$ cat config.mk
export PLATFORM = sky130hd
export DESIGN_NAME = ale_ctrl
export DESIGN_NICKNAME = d
export VERILOG_FILES = /design/src/rtl/core/ale_pkg.sv /design/src/rtl/core/ale_ctrl.sv
export SDC_FILE = /design/constraint.sdc
export NUM_CORES = 1
export LEC_CHECK = 0
export BUFFER_PORTS_ARGS = -buffer_cell sky130_fd_sc_hd__buf_2
export CAP_MARGIN = 20
export CORE_AREA = 3 3 40 42
export DETAILED_ROUTE_END_ITERATION = 8
export DIE_AREA = 0 0 43 45
export MAX_ROUTING_LAYER = met4
export PLACE_DENSITY = 0.5
export SKIP_CTS_REPAIR_TIMING = 1
export SLEW_MARGIN = 5
export SYNTH_ARGS = -nofsm -noshare
export SYNTH_HDL_FRONTEND = slang
export SYNTH_SLANG_ARGS = --single-unit
$ cat constraint.sdc
create_clock -name clk -period 3.3 [get_ports clk]
set_clock_uncertainty 0.15 [all_clocks]
set_input_delay 0 -clock clk [delete_from_list [all_inputs] [get_ports clk]]
set_output_delay 0 -clock clk [all_outputs]
set_load 0.02 [all_outputs]
$ cat src/rtl/core/ale_pkg.sv
// ale_pkg: shared types, codes and list capacity for the array list engine.
// No dependencies.
package ale_pkg;

  // list capacity; position and found_index span 0..255, element_count holds 256
  localparam int DEPTH = 256;

  typedef enum logic [2:0] {
    KIND_PUSH_BACK  = 3'd0,
    KIND_POP_BACK   = 3'd1,
    KIND_PUSH_FRONT = 3'd2,
    KIND_POP_FRONT  = 3'd3,
    KIND_INSERT     = 3'd4,
    KIND_ERASE      = 3'd5,
    KIND_FIND       = 3'd6,
    KIND_CLEAR      = 3'd7
  } kind_t;

  typedef enum logic [2:0] {
    ST_OK       = 3'd0,
    ST_FULL     = 3'd1,
    ST_EMPTY    = 3'd2,
    ST_BADPOS   = 3'd3,
    ST_NOTFOUND = 3'd4
  } status_t;

  // controller -> datapath
  typedef struct packed {
    logic load;      // capture command, set up first step
    logic rd_step;   // issue read at walk pointer, advance
    logic wr_shift;  // write data read last step, one place over
    logic wr_value;  // write command value at target slot
    logic finish;    // register result and update count
    logic match_hit; // record found index
  } ale_cmd_t;

  // datapath -> controller
  typedef struct packed {
    logic walk_done;  // walk pointer reached its end
    logic is_match;   // read data equals value
    logic need_shift; // command needs a walk of the store (shift or find)
  } ale_stat_t;

endpackage

$ cat src/rtl/core/ale_ctrl.sv
// ale_ctrl: sequencer for one command: load, walk the store, write, finish.
// Depends on ale_pkg.
module ale_ctrl (
  input  logic               clk,
  input  logic               rst,
  input  logic               start,
  input  logic [2:0]         kind,
  input  ale_pkg::ale_stat_t stat,
  output ale_pkg::ale_cmd_t  cmd,
  output logic               busy,
  output logic               done
);
  typedef enum logic [5:0] {
    S_IDLE  = 6'b000001,
    S_CHECK = 6'b000010,
    S_READ  = 6'b000100,
    S_MOVE  = 6'b001000,
    S_PUT   = 6'b010000,
    S_DONE  = 6'b100000
  } state_t;

  state_t state, state_next;
  logic   is_find;
  logic   is_find_next;

  always_ff @(posedge clk) begin
    if (rst) begin
      state   <= S_IDLE;
      is_find <= 1'b0;
      done    <= 1'b0;
    end else begin
      state   <= state_next;
      is_find <= is_find_next;
      done    <= cmd.finish;
    end
  end

  assign busy = (state != S_IDLE);

  // S_CHECK issues the first read; S_MOVE sees its data, writes or compares, and
  // issues the next read when more remain.
  always_comb begin
    cmd          = '0;
    state_next   = state;
    is_find_next = is_find;
    case (state)
      S_IDLE: begin
        if (start) begin
          cmd.load     = 1'b1;
          is_find_next = (kind == ale_pkg::KIND_FIND);
          state_next   = S_CHECK;
        end
      end
      S_CHECK: begin
        if (stat.need_shift) begin
          cmd.rd_step = 1'b1;
          state_next  = S_MOVE;
        end else begin
          state_next = S_PUT;
        end
      end
      S_MOVE: begin
        if (is_find) begin
          if (stat.is_match) begin
            cmd.match_hit = 1'b1;
            state_next    = S_DONE;
          end else if (stat.walk_done) begin
            state_next = S_DONE;
          end else begin
            cmd.rd_step = 1'b1;
          end
        end else begin
          cmd.wr_shift = 1'b1;
          if (stat.walk_done) state_next = S_PUT;
          else cmd.rd_step = 1'b1;
        end
      end
      S_PUT: begin
        cmd.wr_value = !is_find;
        state_next   = S_DONE;
      end
      S_DONE: begin
        cmd.finish = 1'b1;
        state_next = S_IDLE;
      end
      S_READ: state_next = S_MOVE;
      default: state_next = S_IDLE;
    endcase
  end
endmodule

==> qor.csv <==
metric,value,unit
avgRoutedWirePerCell,11.4,µm
synth_top_family_by_area,simple AND/OR/NAND/NOR gates,
row_count,13,
cts_tree,yes,
hold_path_end,state[3],
crit_fanout,5,
hold_slack,-0.0209,ns
dieArea,1940,µm²
multiInputGateArea,235,µm²
fin_util,0.446,
wl,1.00,mm
worst-r2r-cell-count,3,
fin_nets,83,
routabilityCongestion,0.780,
drt_iter0_markers,3,
nFillCells,129,
numPortBuffers,16,
leakagePower,0.272,nW
yosys_warnings,0,
grt_pass1_wl,1.61,mm
hold_path.class,input port to flip-flop,
rsz0062_at_grt,no,
fin_crit_sh,0.476,
reg2reg_slack,1.91,ns
areaGrowthSynthToFinish,44.0,%
ys_seq_area_frac,0.352,
dp.cells,78,
max_freq,0.636,GHz
worst_slack,1.73,ns
cts_buffer_depth,2,
die_h,45,µm
track_usage,0.119,
cp-end-kind,flip-flop,
status,finished with violations,
report.final.slew_viol_count,0,
first_global_vias,376,
hold_path_depth,4,
syn_area_per_cell,8.29,µm²
timing.rr.end,state[0],
vias,432,
yosysUniqueCellTypes,27,
relSlewSlack,0.795,
drc_errors,0,
hold_viol_final,1,
diodes,0,
final_cells,88,
place_ws,1.92,ns
overflow,0,
drive_above_1_share,0.301,
cts-root-buf,clkbuf_4,
seq_area,140,µm²
htreeDepth,1,
coreArea,1280,µm²
setup_viol,0,
fin_crit,1.57,ns
start_kind,input port,
crit_required,3.33,ns
synthSimpleGateAreaFrac,0.412,
synth_compound_area_frac,0.132,
synth_cells,48,
path_class,input port to flip-flop,
cp.arrival,1.60,ns
ant_nets,0,
start_util,0.310,
ir_drop,0.241,mV
clkTransAtPathRegs,0.06,ns
violations,negative hold slack,
netlist_area,398,µm²
synth_xor_area_frac,0.0220,
place_hpwl,739,µm
vias_per_cell,4.91,
tightest_slew,0.307,ns
cts_num_sinks,7,
syn_nets,57,
synthAdderAreaFrac,0,
die_width,43,µm
muxShareOfSynthArea,0.0252,
antenna_found_initial,0,
firstDrtPassIters,2,
cts_buffers,3,
power_density,368,nW/µm²
clk_latency,0.25,ns
ioPinCount,17,
ys_seq_elements,7,
r2r-start,state[3],
setup_tns,0,ns
maxCapViolCount,0,
min-delay-start,stat[1],
grt_max_degree,11,
per-stage QoR:
step,cell area [µm²],power [mW]
after floorplan,398,0.117
after global placement,485,0.130
after detailed placement,485,0.130
after CTS,513,0.208
after global routing,573,0.227
final,573,0.211
where the power goes:
group	leakage [nW]	total [mW]	internal (mW)	switching, mW
clock	0.0177	0.0778	0.0443	0.0335
sequential	0.0569	0.0922	0.0878	0.00441
combinational	0.197	0.0411	0.0201	0.0209
total	0.272	0.211	0.152	0.0588
synth_stat cells:
| cell | number | area share |
|---|---|---|
| nand4_1 | 1 | 0.016 |
| nor4_1 | 1 | 0.016 |
| nor2_1 | 3 | 0.028 |
| nand3b_1 | 1 | 0.019 |
| and3b_1 | 1 | 0.022 |
| and4_1 | 1 | 0.022 |
| and3_1 | 2 | 0.031 |
| nand2_1 | 4 | 0.038 |
| a211o_1 | 1 | 0.022 |
| buf_6 | 1 | 0.028 |
| a31o_1 | 1 | 0.022 |
| o211ai_1 | 1 | 0.019 |
| nor2b_1 | 4 | 0.063 |
| nor2_2 | 1 | 0.016 |
| a211oi_1 | 1 | 0.019 |
| nand4b_1 | 1 | 0.022 |
| o21ai_0 | 2 | 0.025 |
| mux2i_1 | 1 | 0.025 |
| a21oi_1 | 2 | 0.025 |
| nand3_1 | 2 | 0.025 |
| nor3_1 | 2 | 0.025 |
| dfxtp_1 | 7 | 0.35 |
| nor3_2 | 1 | 0.025 |
| inv_1 | 3 | 0.028 |
| xor2_1 | 1 | 0.022 |
| nand2b_1 | 1 | 0.016 |
| nand4bb_1 | 1 | 0.028 |
flip-flops by register name, indices dropped and copies added (netlist names):
| name | cells |
|---|---|
| is_find | 1 |
| done | 1 |
| state | 5 |
how the worst max path moves through the flow:
stage	from	to	slack, ns	depth (start not counted)
final	rst	is_find	1.73	5
after global routing	rst	is_find	1.68	5
after CTS	state[5]	cmd[5]	1.78	3
after detailed placement	state[3]	state[0]	1.92	3
after global placement	state[3]	state[0]	1.93	3
after floorplan	state[3]	is_find	1.94	4
critical path: stages:
cell and delay [ns]:
dlygate4sd3_1 0.53, buf_2 0.15, nand4bb_1 0.20, dlygate4sd3_1 0.59, mux2i_1 0.12
placed cells by master (no fill, tap or decap), types with 2 or more instances in the layout:
cell           count
buf_2             16
dfxtp_1            7
dlygate4sd3_1      6
nor2b_1            4
nand2_1            4
nor2_1             3
inv_1              3
clkbuf_4           3
and3_1             2
a21oi_1            2
nand3_1            2
nor3_1             2
o21ai_0            2
logic make-up after synthesis:
group / after synthesis
buffers and inverters: 4
and+or+nand+nor: 27
xor gates and xnor gates: 1
AOI/OAI and AO/OA: 8
DFF: 7
muxes: 1
per-layer routing:
| metal | share of wire | vias to the layer above | wire length, µm | global-route usage |
|---|---|---|---|---|
| met4 | 0.0060 | 0 | 6 | 0.0361 |
| met1 | 0.45 | 197 | 449 | 0.144 |
| met3 | 0.054 | 2 | 54 | 0.0637 |
| met2 | 0.49 | 7 | 493 | 0.171 |
| met5 | 0 | - | 0 | - |
| li1 | - | 226 | - | - |
area by class of cell:
| type | count | share of cell area |
|---|---|---|
| inverter | 3 | 0.0197 |
| clock inverter | 1 | 0.00873 |
| tap | 15 | 0.0328 |
| sequential | 7 | 0.245 |
| timing repair buffer | 22 | 0.245 |
| clock buffer | 3 | 0.0393 |
| multi-input combinational | 37 | 0.410 |
Power figures use the tool's default switching activity.
